==> src/rtl/bprg_pkg.sv <==
// shared types and constants of the bit-plane run-length gamma packer
`timescale 1ns / 1ps
`default_nettype none

package bprg_pkg;

  localparam int CNT_W       = 21;
  localparam int POS_W       = 5;
  localparam int LEN_W       = 22;
  localparam int RES_W       = 5;
  localparam int MAX_RESULTS = 26;

  localparam logic [1:0] MODE_RAW     = 2'd0;
  localparam logic [1:0] MODE_RLE     = 2'd1;
  localparam logic [1:0] MODE_MEASURE = 2'd2;
  localparam logic [1:0] MODE_SPARE   = 2'd3;

  typedef enum logic [1:0] {
    LEAD_NONE,
    LEAD_BIT,
    LEAD_GAMMA
  } lead_t;

  typedef struct packed {
    logic [1:0]       mode;
    lead_t            lead;
    logic             lead_val;
    logic [CNT_W-1:0] lead_cnt;
    logic             last;
    logic [CNT_W-1:0] tail_cnt;
  } cmd_t;

  typedef struct packed {
    logic [7:0]       out_byte;
    logic [LEN_W-1:0] bit_length;
    logic             used_compression;
    logic             byte_valid;
    logic             last_result;
  } result_t;

  typedef enum logic [2:0] {
    S_LOAD,
    S_BIT,
    S_GZERO,
    S_GBITS,
    S_FLUSH,
    S_PAD,
    S_MEAS
  } back_state_t;

endpackage

`default_nettype wire

==> src/rtl/bprg_fifo.sv <==
// small show-ahead queue
`timescale 1ns / 1ps
`default_nettype none

module bprg_fifo #(
  parameter int WIDTH = 8,
  parameter int DEPTH = 4
) (
  input  wire logic             clk,
  input  wire logic             rst,
  input  wire logic             wr,
  input  wire logic [WIDTH-1:0] wr_data,
  output logic                  full,
  input  wire logic             rd,
  output logic [WIDTH-1:0]      rd_data,
  output logic                  empty
);

  localparam int AW = (DEPTH > 1) ? $clog2(DEPTH) : 1;
  localparam int CW = $clog2(DEPTH + 1);

  logic [WIDTH-1:0] mem [DEPTH];
  logic [AW-1:0]    wr_ptr;
  logic [AW-1:0]    rd_ptr;
  logic [CW-1:0]    count;
  logic             do_wr;
  logic             do_rd;

  assign full    = (count == CW'(DEPTH));
  assign empty   = (count == '0);
  assign do_wr   = wr && !full;
  assign do_rd   = rd && !empty;
  assign rd_data = mem[rd_ptr];

  always_ff @(posedge clk) begin
    if (do_wr) begin
      mem[wr_ptr] <= wr_data;
    end
  end

  always_ff @(posedge clk) begin
    if (rst) begin
      wr_ptr <= '0;
      rd_ptr <= '0;
      count  <= '0;
    end else begin
      if (do_wr) begin
        wr_ptr <= (wr_ptr == AW'(DEPTH - 1)) ? '0 : wr_ptr + 1'b1;
      end
      if (do_rd) begin
        rd_ptr <= (rd_ptr == AW'(DEPTH - 1)) ? '0 : rd_ptr + 1'b1;
      end
      if (do_wr && !do_rd) begin
        count <= count + 1'b1;
      end else if (do_rd && !do_wr) begin
        count <= count - 1'b1;
      end
    end
  end

endmodule

`default_nettype wire

==> src/rtl/bprg_front.sv <==
// front end: mode register, run tracker and command generation
`timescale 1ns / 1ps
`default_nettype none

module bprg_front #(
  parameter int MAX_PIXELS = 1048576
) (
  input  wire logic          clk,
  input  wire logic          rst,
  input  wire logic          cfg_valid,
  output logic               cfg_ready,
  input  wire logic [1:0]    compression_mode,
  input  wire logic          pixel,
  input  wire logic          last_pixel,
  input  wire logic          push,
  output logic               full,
  output logic               cmd_push,
  output bprg_pkg::cmd_t     cmd,
  input  wire logic          cmd_full
);

  localparam logic [bprg_pkg::CNT_W-1:0] RUN_MAX = bprg_pkg::CNT_W'(MAX_PIXELS);

  logic [1:0]                 mode;
  logic                       run_value;
  logic                       run_value_next;
  logic [bprg_pkg::CNT_W-1:0] run_length;
  logic [bprg_pkg::CNT_W-1:0] run_length_next;
  logic                       first_pending;
  logic                       first_pending_next;
  logic                       rle;
  logic                       accept;

  assign cfg_ready = 1'b1;
  assign full      = cmd_full;
  assign accept    = push && !cmd_full;
  assign cmd_push  = accept;
  assign rle       = (mode != bprg_pkg::MODE_RAW);

  always_comb begin
    cmd.mode           = mode;
    cmd.lead           = bprg_pkg::LEAD_NONE;
    cmd.lead_val       = pixel;
    cmd.lead_cnt       = run_length;
    cmd.last           = last_pixel;
    run_value_next     = run_value;
    run_length_next    = run_length;
    first_pending_next = first_pending;
    if (first_pending) begin
      if (rle) begin
        cmd.lead = bprg_pkg::LEAD_BIT;
      end
      run_value_next     = pixel;
      run_length_next    = bprg_pkg::CNT_W'(1);
      first_pending_next = 1'b0;
    end else if (pixel == run_value) begin
      if (run_length < RUN_MAX) begin
        run_length_next = run_length + 1'b1;
      end
    end else begin
      if (rle) begin
        cmd.lead = bprg_pkg::LEAD_GAMMA;
      end
      run_value_next  = pixel;
      run_length_next = bprg_pkg::CNT_W'(1);
    end
    if (!rle) begin
      cmd.lead = bprg_pkg::LEAD_BIT;
    end
    cmd.tail_cnt = run_length_next;
    if (last_pixel) begin
      run_value_next     = 1'b0;
      run_length_next    = '0;
      first_pending_next = 1'b1;
    end
  end

  always_ff @(posedge clk) begin
    if (rst) begin
      mode          <= bprg_pkg::MODE_RAW;
      run_value     <= 1'b0;
      run_length    <= '0;
      first_pending <= 1'b1;
    end else begin
      if (cfg_valid) begin
        mode <= compression_mode;
      end
      if (accept) begin
        run_value     <= run_value_next;
        run_length    <= run_length_next;
        first_pending <= first_pending_next;
      end
    end
  end

endmodule

`default_nettype wire

==> src/rtl/bprg_back.sv <==
// back end: bit sequencer, gamma coder, byte packer, flush, block padding and measure result
`timescale 1ns / 1ps
`default_nettype none

module bprg_back #(
  parameter int FRAME_BYTES = 20
) (
  input  wire logic           clk,
  input  wire logic           rst,
  input  wire logic           cmd_empty,
  input  wire bprg_pkg::cmd_t cmd_in,
  output logic                cmd_pop,
  input  wire logic           res_full,
  output logic                res_push,
  output bprg_pkg::result_t   res
);

  localparam int BCC_W = (FRAME_BYTES > 1) ? $clog2(FRAME_BYTES) : 1;
  localparam logic [BCC_W-1:0] BCC_LAST = BCC_W'(FRAME_BYTES - 1);
  localparam logic [bprg_pkg::RES_W-1:0] RES_MAX = bprg_pkg::RES_W'(bprg_pkg::MAX_RESULTS);

  function automatic logic [bprg_pkg::POS_W-1:0] msb_index(
    input logic [bprg_pkg::CNT_W-1:0] v
  );
    logic [bprg_pkg::POS_W-1:0] idx;
    idx = '0;
    for (int i = 0; i < bprg_pkg::CNT_W; i++) begin
      if (v[i]) begin
        idx = bprg_pkg::POS_W'(i);
      end
    end
    return idx;
  endfunction

  function automatic logic is_rle(input logic [1:0] m);
    return m != bprg_pkg::MODE_RAW;
  endfunction

  function automatic logic is_measure(input logic [1:0] m);
    return (m == bprg_pkg::MODE_MEASURE) || (m == bprg_pkg::MODE_SPARE);
  endfunction

  bprg_pkg::back_state_t      state;
  bprg_pkg::back_state_t      state_next;
  bprg_pkg::cmd_t             cmd;
  bprg_pkg::cmd_t             cmd_next;
  bprg_pkg::cmd_t             cv;
  logic                       tail;
  logic                       tail_next;
  logic [bprg_pkg::CNT_W-1:0] gcnt;
  logic [bprg_pkg::CNT_W-1:0] gcnt_next;
  logic [bprg_pkg::POS_W-1:0] gpos;
  logic [bprg_pkg::POS_W-1:0] gpos_next;
  logic [bprg_pkg::POS_W-1:0] gzero;
  logic [bprg_pkg::POS_W-1:0] gzero_next;
  logic [7:0]                 partial;
  logic [7:0]                 partial_next;
  logic [2:0]                 bitpos;
  logic [2:0]                 bitpos_next;
  logic [bprg_pkg::LEN_W-1:0] total;
  logic [bprg_pkg::LEN_W-1:0] total_next;
  logic [BCC_W-1:0]           bcc;
  logic [BCC_W-1:0]           bcc_next;
  logic [BCC_W-1:0]           bcc_after;
  logic [bprg_pkg::RES_W-1:0] idx;
  logic [bprg_pkg::RES_W-1:0] idx_next;

  logic                       go;
  logic                       after_lead;
  logic                       gamma_start;
  logic [bprg_pkg::CNT_W-1:0] gsrc;
  logic [bprg_pkg::CNT_W-1:0] gval;
  logic [bprg_pkg::POS_W-1:0] gmsb;
  logic                       emit_en;
  logic                       emit_val;
  logic                       final_bit;
  logic                       push_req;
  logic                       push_byte;
  logic                       push_last;
  logic                       final_stage;
  logic [7:0]                 push_data;
  logic [bprg_pkg::LEN_W-1:0] push_len;
  logic                       end_step;
  logic [7:0]                 partial_set;

  assign go        = !res_full;
  assign cv        = (state == bprg_pkg::S_LOAD) ? cmd_in : cmd;
  assign gsrc      = (state == bprg_pkg::S_LOAD && cmd_in.lead == bprg_pkg::LEAD_GAMMA) ?
                     cmd_in.lead_cnt : cv.tail_cnt;
  assign gval      = (gsrc == '0) ? bprg_pkg::CNT_W'(1) : gsrc;
  assign gmsb      = msb_index(gval);
  assign bcc_after = (bcc == BCC_LAST) ? '0 : bcc + 1'b1;

  always_comb begin
    state_next   = state;
    cmd_next     = cmd;
    tail_next    = tail;
    gcnt_next    = gcnt;
    gpos_next    = gpos;
    gzero_next   = gzero;
    partial_next = partial;
    bitpos_next  = bitpos;
    total_next   = total;
    bcc_next     = bcc;
    idx_next     = idx;
    cmd_pop      = 1'b0;
    after_lead   = 1'b0;
    gamma_start  = 1'b0;
    emit_en      = 1'b0;
    emit_val     = 1'b0;
    final_bit    = 1'b0;
    push_req     = 1'b0;
    push_byte    = 1'b0;
    push_last    = 1'b0;
    final_stage  = 1'b0;
    push_data    = '0;
    push_len     = total;
    end_step     = 1'b0;
    partial_set  = partial;

    case (state)
      bprg_pkg::S_LOAD: begin
        if (!cmd_empty) begin
          cmd_pop   = 1'b1;
          cmd_next  = cmd_in;
          idx_next  = '0;
          tail_next = 1'b0;
          case (cmd_in.lead)
            bprg_pkg::LEAD_BIT:   state_next = bprg_pkg::S_BIT;
            bprg_pkg::LEAD_GAMMA: gamma_start = 1'b1;
            default:              after_lead = 1'b1;
          endcase
        end
      end
      bprg_pkg::S_BIT: begin
        if (go) begin
          emit_en    = 1'b1;
          emit_val   = cmd.lead_val;
          final_bit  = cmd.last && !is_rle(cmd.mode);
          after_lead = 1'b1;
        end
      end
      bprg_pkg::S_GZERO: begin
        if (go) begin
          emit_en    = 1'b1;
          emit_val   = 1'b0;
          gzero_next = gzero - 1'b1;
          if (gzero == bprg_pkg::POS_W'(1)) begin
            state_next = bprg_pkg::S_GBITS;
          end
        end
      end
      bprg_pkg::S_GBITS: begin
        if (go) begin
          emit_en   = 1'b1;
          emit_val  = gcnt[gpos];
          gpos_next = gpos - 1'b1;
          if (gpos == '0) begin
            if (tail) begin
              final_bit  = 1'b1;
              state_next = is_measure(cmd.mode) ? bprg_pkg::S_MEAS : bprg_pkg::S_FLUSH;
            end else begin
              after_lead = 1'b1;
            end
          end
        end
      end
      bprg_pkg::S_FLUSH: begin
        if (go) begin
          if (bitpos != '0) begin
            push_req     = 1'b1;
            push_byte    = 1'b1;
            final_stage  = 1'b1;
            push_data    = partial;
            partial_next = '0;
            bitpos_next  = '0;
          end
          state_next = bprg_pkg::S_PAD;
        end
      end
      bprg_pkg::S_PAD: begin
        if (go) begin
          if (bcc != '0 && idx < RES_MAX) begin
            push_req    = 1'b1;
            push_byte   = 1'b1;
            final_stage = 1'b1;
          end else begin
            end_step   = 1'b1;
            state_next = bprg_pkg::S_LOAD;
          end
        end
      end
      bprg_pkg::S_MEAS: begin
        if (go) begin
          push_req   = 1'b1;
          push_last  = 1'b1;
          end_step   = 1'b1;
          state_next = bprg_pkg::S_LOAD;
        end
      end
      default: state_next = bprg_pkg::S_LOAD;
    endcase

    if (after_lead) begin
      if (!cv.last) begin
        state_next = bprg_pkg::S_LOAD;
      end else if (is_rle(cv.mode)) begin
        tail_next   = 1'b1;
        gamma_start = 1'b1;
      end else begin
        state_next = bprg_pkg::S_FLUSH;
      end
    end

    if (gamma_start) begin
      gcnt_next  = gval;
      gpos_next  = gmsb;
      gzero_next = gmsb;
      state_next = (gmsb == '0) ? bprg_pkg::S_GBITS : bprg_pkg::S_GZERO;
    end

    // one coded bit: counted, and outside measure mode placed into the partial byte
    if (emit_en) begin
      total_next = (total == '1) ? total : total + 1'b1;
      if (!is_measure(cmd.mode)) begin
        partial_set[3'd7 - bitpos] = partial[3'd7 - bitpos] | emit_val;
        if (bitpos == 3'd7) begin
          push_req     = 1'b1;
          push_byte    = 1'b1;
          final_stage  = final_bit;
          push_data    = partial_set;
          push_len     = total_next;
          partial_next = '0;
          bitpos_next  = '0;
        end else begin
          partial_next = partial_set;
          bitpos_next  = bitpos + 1'b1;
        end
      end
    end

    if (push_req && push_byte) begin
      bcc_next = bcc_after;
    end
    if (push_req && idx < RES_MAX) begin
      idx_next = idx + 1'b1;
    end

    if (end_step) begin
      partial_next = '0;
      bitpos_next  = '0;
      total_next   = '0;
      bcc_next     = '0;
    end
  end

  assign res_push             = push_req && (idx < RES_MAX);
  assign res.out_byte         = push_data;
  assign res.bit_length       = push_len;
  assign res.used_compression = is_rle(cmd.mode);
  assign res.byte_valid       = push_byte;
  assign res.last_result      = push_last ||
                                (final_stage && (bcc_after == '0 || idx == RES_MAX - 1'b1));

  always_ff @(posedge clk) begin
    cmd   <= cmd_next;
    gcnt  <= gcnt_next;
    gpos  <= gpos_next;
    gzero <= gzero_next;
  end

  always_ff @(posedge clk) begin
    if (rst) begin
      state   <= bprg_pkg::S_LOAD;
      tail    <= 1'b0;
      partial <= '0;
      bitpos  <= '0;
      total   <= '0;
      bcc     <= '0;
      idx     <= '0;
    end else begin
      state   <= state_next;
      tail    <= tail_next;
      partial <= partial_next;
      bitpos  <= bitpos_next;
      total   <= total_next;
      bcc     <= bcc_next;
      idx     <= idx_next;
    end
  end

  a_push_not_full: assert property (@(posedge clk) disable iff (rst)
    res_push |-> !res_full)
    else $error("result pushed into full queue");

  a_last_closes: assert property (@(posedge clk) disable iff (rst)
    (res_push && res.last_result) |=> (bitpos == '0 && !res_push))
    else $error("result after final result of image");

  a_length_only: assert property (@(posedge clk) disable iff (rst)
    (res_push && !res.byte_valid) |-> (state == bprg_pkg::S_MEAS && res.last_result))
    else $error("length-only result outside measure finish");

  a_result_cap: assert property (@(posedge clk) disable iff (rst)
    idx <= RES_MAX)
    else $error("per-item result count over limit");

endmodule

`default_nettype wire

==> src/rtl/bitplane_run_length_gamma_packer.sv <==
// top level of the bit-plane run-length gamma packer
// each item is written to the command queue; the back end loads one command when idle,
// then emits its coded bits, one per cycle while the result queue has room;
// a run of n takes 2*bits(n)-1 bits; items continuing a run in rle or measure mode emit none
// last pixel: flush, zero padding to the frame end, closing step (measure: length result)
// reset clears the mode register, the run tracker, both queues and the packer state at once
`timescale 1ns / 1ps
`default_nettype none

module bitplane_run_length_gamma_packer #(
  parameter int FRAME_BYTES = 20,
  parameter int MAX_PIXELS  = 1048576,
  parameter int CMD_DEPTH   = 4,
  parameter int OUT_DEPTH   = 4
) (
  input  wire logic        clk,
  input  wire logic        rst,
  input  wire logic        cfg_valid,
  output logic             cfg_ready,
  input  wire logic [1:0]  compression_mode,
  input  wire logic        pixel,
  input  wire logic        last_pixel,
  input  wire logic        push,
  output logic             full,
  output logic [7:0]       out_byte,
  output logic [21:0]      bit_length,
  output logic             used_compression,
  output logic             byte_valid,
  output logic             last_result,
  output logic             empty,
  input  wire logic        pop
);

  localparam int CMD_W = $bits(bprg_pkg::cmd_t);
  localparam int RES_W = $bits(bprg_pkg::result_t);

  bprg_pkg::cmd_t    front_cmd;
  bprg_pkg::cmd_t    back_cmd;
  bprg_pkg::result_t back_res;
  bprg_pkg::result_t out_res;
  logic              cmd_push;
  logic              cmd_full;
  logic              cmd_pop;
  logic              cmd_empty;
  logic              res_push;
  logic              res_full;

  bprg_front #(
    .MAX_PIXELS(MAX_PIXELS)
  ) u_front (
    .clk             (clk),
    .rst             (rst),
    .cfg_valid       (cfg_valid),
    .cfg_ready       (cfg_ready),
    .compression_mode(compression_mode),
    .pixel           (pixel),
    .last_pixel      (last_pixel),
    .push            (push),
    .full            (full),
    .cmd_push        (cmd_push),
    .cmd             (front_cmd),
    .cmd_full        (cmd_full)
  );

  bprg_fifo #(
    .WIDTH(CMD_W),
    .DEPTH(CMD_DEPTH)
  ) u_cmd_q (
    .clk    (clk),
    .rst    (rst),
    .wr     (cmd_push),
    .wr_data(front_cmd),
    .full   (cmd_full),
    .rd     (cmd_pop),
    .rd_data(back_cmd),
    .empty  (cmd_empty)
  );

  bprg_back #(
    .FRAME_BYTES(FRAME_BYTES)
  ) u_back (
    .clk      (clk),
    .rst      (rst),
    .cmd_empty(cmd_empty),
    .cmd_in   (back_cmd),
    .cmd_pop  (cmd_pop),
    .res_full (res_full),
    .res_push (res_push),
    .res      (back_res)
  );

  bprg_fifo #(
    .WIDTH(RES_W),
    .DEPTH(OUT_DEPTH)
  ) u_res_q (
    .clk    (clk),
    .rst    (rst),
    .wr     (res_push),
    .wr_data(back_res),
    .full   (res_full),
    .rd     (pop),
    .rd_data(out_res),
    .empty  (empty)
  );

  assign out_byte         = out_res.out_byte;
  assign bit_length       = out_res.bit_length;
  assign used_compression = out_res.used_compression;
  assign byte_valid       = out_res.byte_valid;
  assign last_result      = out_res.last_result;

endmodule

`default_nettype wire

==> config.mk <==
export PLATFORM = sky130hd
export DESIGN_NAME = bitplane_run_length_gamma_packer
export DESIGN_NICKNAME = d
export VERILOG_FILES = /design/src/rtl/bprg_pkg.sv /design/src/rtl/bprg_fifo.sv /design/src/rtl/bprg_front.sv /design/src/rtl/bprg_back.sv /design/src/rtl/bitplane_run_length_gamma_packer.sv
export SDC_FILE = /design/constraint.sdc
export NUM_CORES = 1
export LEC_CHECK = 0
export ABC_AREA = 1
export ABC_CLOCK_PERIOD_IN_PS = 8600
export BUFFER_PORTS_ARGS = -buffer_cell sky130_fd_sc_hd__buf_4
export CAP_MARGIN = 10
export CORE_MARGIN = 5
export CORE_UTILIZATION = 44
export DETAILED_ROUTE_END_ITERATION = 6
export HOLD_SLACK_MARGIN = 0.08
export PLACE_DENSITY = 0.66
export SYNTH_ARGS = -nofsm -noshare
export SYNTH_HDL_FRONTEND = slang
export SYNTH_SLANG_ARGS = --single-unit
==> constraint.sdc <==
create_clock -name clk -period 8.6 [get_ports clk]
set_clock_uncertainty 0.2 [all_clocks]
set_input_delay 0.86 -clock clk [delete_from_list [all_inputs] [get_ports clk]]
set_output_delay 0.86 -clock clk [all_outputs]
set_load 0.02 [all_outputs]
Word-level counts from Yosys, hierarchy flattened
Memory sizes are Yosys's and may differ from the RTL's. A register that Yosys moved wholly into a read port is not among the register bits.
Index checks and enable logic that the tools add are counted.
W data, S select, Z words.

cells by class
  add/subtract/negate cells = 16
  order comparisons = 5
  equal/unequal tests = 25
  mux-type cells = 155
  bitwise gates (word level) = 2
  reduce and logical (&&, ||, !) cells = 53

operator list
  operator                 count
  $mux W21                 6
  $mux W8                  12
  $mux W22                 4
  $mux W3                  29
  $mux W5                  15
  $mux W1                  55
  $mux W48                 1
  $mux W4                  8
  $mux W2                  14
  $add A22 B1 Y22 const B  1
  $eq A22 B22 Y1 const B   1
  $add A21 B1 Y21 const B  1
  $logic_not A21 Y1        1
  $lt A21 B21 Y1 const B   1
  $pmux W3 S7              1
  $eq A3 B3 Y1 const B     6
  $logic_and A1 B1 Y1      16
  $reduce_bool A2 Y1       8
  $logic_not A5 Y1         3
  $eq A2 B2 Y1 const B     7
  $add A5 B1 Y5 const B    2
  $eq A5 B5 Y1 const B     2
  $reduce_and A2 Y1        5
  $sub A5 B1 Y5 const B    2
  31 further kinds         55

word-level totals
  flip-flop bits (word level) = 165
  memory bits (writable) = 324
  output and inout bits = 36
  memories kept = 2

memory list
  name         depth  width  rd ports  clocked after memory_dff  wr ports  RTL line         text
  u_cmd_q.mem  4      48     1         1                         1         bprg_fifo.sv:22  logic [WIDTH-1:0] mem [DEPTH];
  u_res_q.mem  4      33     1         1                         1         bprg_fifo.sv:22

Longest topological paths before layout
  depth in word-level cells = 28
  gate-level depth with buffers = 34
  mapped depth without buffers = 31

By module
A second synthesis with hierarchy kept.

second synthesis, totals
  cells, all modules = 1993
  area, all modules = 20921.3 µm²

by module, submodules not included
  module                times used  cells each  area an instance (µm²)  seq. area each (µm²)
  bprg_fifo at u_cmd_q  1           536         7678.6                  5945.7
  bprg_back             1           802         6145.9                  2622.5
  bprg_fifo at u_res_q  1           390         5422.7                  4144.0
  bprg_front            1           265         1674.1                  500.5

Worst setup path before layout
Ideal clock, no wire load.

  kind = input-to-reg
  start = input port push
  end = memory u_cmd_q.mem[0][0] (netlist name), enable pin
  library setup time = 0.454 ns
  arrival time = 3.378 ns
  slack = 4.568 ns
  cell stages on the path = 5
  path buffers = 1
  cells stage by stage = inv_1 -> nor2_1 -> inv_1 -> clkbuf_1 -> nor2_1

between the ends
  cells in the longest elaborated chain, start to end = 4

RTL lines
  what                           RTL line                                text
  start: declaration             bitplane_run_length_gamma_packer.sv:23  input wire logic push,
  $logic_and A1 B1 Y1            bprg_front.sv:36                        assign accept = push && !cmd_full;
  via cmd_push                   bitplane_run_length_gamma_packer.sv:41  logic cmd_push;
  $logic_and A1 B1 Y1            bprg_fifo.sv:31                         assign do_wr = wr && !full;
  $mux W1                        bprg_fifo.sv:36                         if (do_wr) begin
  $mux W1 (not written as such)  bprg_fifo.sv:37                         mem[wr_ptr] <= wr_data;
  end: declaration               bprg_fifo.sv:22

The timed path passes the listed nets, and every way through them passes these cells.

Worst setup path in the final report
  start = register u_res_q.count[0]
  end = register u_res_q.count[2]

between the ends
  cells in the longest elaborated chain, start to end = 11
  elaborated cells between the ends (all ways) = 24
  those cells by class = add/sub (2); eq/ne (1); mux (10); reduce/logical (11)

RTL lines
  what                          RTL line          text
  start: declaration            bprg_fifo.sv:25   logic [CW-1:0] count;
  start signal: assignment      bprg_fifo.sv:54   count <= count + 1'b1;
  start signal: assignment      bprg_fifo.sv:56   count <= count - 1'b1;
  $eq A3 B3 Y1 (*)              bprg_fifo.sv:29   assign full = (count == CW'(DEPTH));
  $mux W1 (on tied branches)    -
  $pmux W1 S3                   bprg_back.sv:121  case (state)
  $mux W1                       bprg_back.sv:227  if (bitpos == 3'd7) begin
  $mux W1                       bprg_back.sv:225  if (!is_measure(cmd.mode)) begin
  $mux W1                       bprg_back.sv:223  if (emit_en) begin
  $logic_and A1 B1 Y1           bprg_back.sv:257  assign res_push = push_req && (idx < RES_MAX);
  $logic_and A1 B1 Y1 (*)       bprg_fifo.sv:31
  via u_res_q.do_wr             bprg_fifo.sv:26   logic do_wr;
  $logic_not A1 Y1              bprg_fifo.sv:55   end else if (do_rd && !do_wr) begin
  $logic_and A1 B1 Y1           bprg_fifo.sv:55
  $reduce_bool A2 Y1 (no line)  -

The timed path passes the listed nets; every way through them passes the cells marked *. The select of a mux whose other input is x is not followed.
A chain may end at the register's enable or synchronous reset.

==> results.json <==
{
  "htreeDepth": 2,
  "vias": 14200,
  "tightest_slew_ns": 1.10,
  "totalWireLength_um": 46400,
  "layout.nets": 2057,
  "antenna_found_initial": 0,
  "fillers": 4056,
  "fin_tns_setup_ns": 0,
  "antenna_cells": 0,
  "postSynthRegisterBits": 470,
  "syn_to_final_growth_pct": 12.7,
  "report.final.slew_viol_count": 0,
  "worst_setup_path_end_kind": "flop",
  "wl_per_cell_um": 17.4,
  "drc": 0,
  "cts_sinks": 470,
  "rsz0062_at_grt": "no",
  "reg2reg_from": "u_res_q.count[0]",
  "ctsHoldBuffers": 0,
  "final_layout_size_suffix_gt1_frac": 0.0913,
  "cts_resized": 0,
  "timing.max_slew.rel_slack": 0.265,
  "place_ws_ns": 3.95,
  "period_share": 0.550,
  "setup_ws_ns": 3.87,
  "synth_cells": 1987,
  "multi_input_area_sq_mm": 0.00615,
  "hold_path_depth": 2,
  "pin_count": 45,
  "reg2reg_depth": 17,
  "seq_area_frac_synth": 0.643,
  "arrival_ns": 5.00,
  "synthFlopType": "edfxtp_1",
  "grt_max_degree": 89,
  "yosys.area.top_type": "edfxtp_1",
  "io_buffer_count": 43,
  "synth.distinct_cells": 56,
  "synth_warnings": 0,
  "die-area_sq_mm": 0.0511,
  "synth_edf_count": 380,
  "regArea_sq_mm": 0.0132,
  "drt-pass1-iter-count": 5,
  "cts_tree": "built",
  "start_util": 0.443,
  "gp_congestion": 0.890,
  "syn_area_sq_mm": 0.0205,
  "netlist.area_leader.share": 0.556,
  "rows": 79,
  "rrSetupSlack_ns": 3.87,
  "required_ns": 8.87,
  "vdd_ir_drop_max_v": 0.000214,
  "grt_use_total": 0.179,
  "dp_hpwl_um": 29500,
  "path_max_fanout": 35,
  "hp-start": "u_back.partial[4]",
  "critPathLaunch": "u_res_q.count[0]",
  "critPathLaunchType": "flop",
  "leakage_nw": 8.33,
  "grt_pass1_wl_um": 73000,
  "overflow": 0,
  "hp-class": "flop to flop",
  "crit_type": "flop to flop",
  "cts_buffers": 50,
  "async_flop_share": 0,
  "clkLatencyLatePin_ns": 0.59,
  "fmax_ghz": 0.211,
  "die_w_um": 226,
  "period_minus_slack_ns": 4.73,
  "synth_nets": 2025,
  "p_per_area_mw_per_mm2": 346,
  "cts-root-buf": "clkbuf_16",
  "synth_area_leaders": "edfxtp_1, dfxtp_1, nand2_1",
  "hold_viol_final": 0,
  "postRouteAntennaNets": 0,
  "p_total_mw": 8.02,
  "die_h_um": 226,
  "final_util": 0.499,
  "viasPerCell": 5.32,
  "avgSynthCellArea_sq_um": 10.3,
  "drt_iter0_drc": 1097,
  "status": "finished, final reports clean",
  "first_global_vias": 13300,
  "maxCapViolations": 0,
  "clockBufferDepth": 3,
  "post-cts-setup-buffers": 0,
  "cts.clk_slew.worst_paths_ns": 0.06,
  "core_region_area_sq_mm": 0.0464,
  "finalSetupViolations": 0
}
cell usage in the layout, fill, tap and decap left out, types with 9 or more instances in the layout:
cell type	count
o21ai_0	215
xor2_1	19
clkbuf_16	50
nand2_1	347
nand3_1	102
a21oi_1	114
edfxtp_1	380
bufinv_16	10
nor2_4	10
ha_1	27
dfxtp_1	88
a31oi_1	9
nor2_1	201
nor3_1	37
buf_4	59
o22ai_1	60
inv_1	198
area by class of cell:
cell class                 count  area share
clock buffer                  64      0.0589
clock inverter                28      0.0186
inverter                     207      0.0336
multi-input combinational   1231       0.266
sequential                   470       0.571
tap                          607      0.0328
timing repair buffer          59      0.0191
path summary, 6_finish.rpt:
path                       endpoint
setup reg to reg   u_res_q.count[2]
hold reg to reg   u_back.partial[4]
hold / removal    u_back.partial[4]
setup / recovery   u_res_q.count[2]
flip-flops by register name, summed over array words and instances, names as in the netlist, 5 cells and up, named ones only:
name / cells
u_cmd_q.mem: 192
u_back.cmd: 25
u_res_q.mem: 132
u_back.total: 22
u_back.gcnt: 21
u_front.run_length: 21
u_back.partial: 8
u_back.bcc: 5
u_back.gzero: 5
u_back.idx: 5
u_back.gpos: 5
Yosys cell counts (6+ instances only):
cell type  instances
a211oi_1           8
a21oi_1          114
a31oi_1            9
buf_2              7
buf_4             13
buf_6             11
clkbuf_1          43
dfxtp_1           90
edfxtp_1         380
ha_1              27
inv_1            198
inv_2              8
nand2_1          347
nand3_1          102
nand3_2            8
nand4_1            8
nor2_1           209
nor2_2             8
nor3_1            37
nor4_1             7
o21ai_0          215
o21ai_1            6
o22ai_1           60
xor2_1            19
routing by layer:
layer / up-vias / global-route usage / wire length (um)
met4: 0 / 0.0400 / 792
met5: - / 0 / 0
met3: 66 / 0.0298 / 3090
li1: 6944 / - / -
met1: 6737 / 0.256 / 20700
met2: 441 / 0.290 / 21800
worst max-delay path, cell delays in order (launching register included):
cell     delay (ns)
dfxtp_1        0.44
nor3_2         0.13
nor3_2         0.50
inv_2          0.39
nor2_1         0.25
inv_1          0.13
nor2_4         0.54
inv_2          0.30
nand3_1        0.18
nand2_2        0.20
inv_1          0.23
ha_1           0.17
inv_1          0.07
fa_1           0.38
a21oi_1        0.15
o21ai_0        0.12
o21ai_0        0.19
a21oi_1        0.05
through the flow:
stage / hold slack, ns / instance area [sq um] / cells
floorplan: 0.253 / 20500 / 1987
global placement: 0.265 / 21400 / 2574
detailed placement: 0.269 / 21400 / 2574
CTS: 0.278 / 23100 / 2666
global route: 0.301 / 23100 / 2666
finish: 0.279 / 23100 / 2666
logic make-up (layout without fill, tap and decap cells):
family	Yosys count	in the layout	synth area share
simple gates	744	744	0.153
flops	470	470	0.643
compound gates	432	432	0.114
buf+inv	286	358	0.0602
fa+ha+maj	29	29	0.0184
xor+xnor	24	24	0.0102
other cells	1	1	0.000183
mux	1	1	0.000487
power breakdown:
group | switching, mW | leakage [nW] | total, mW | internal, mW
registers | 0.205 | 4.20 | 3.19 | 2.99
clock network | 0.893 | 0.870 | 2.32 | 1.43
logic | 1.78 | 3.27 | 2.50 | 0.726
total | 2.87 | 8.33 | 8.02 | 5.14
No activity file was read; power rests on OpenSTA's default activity.
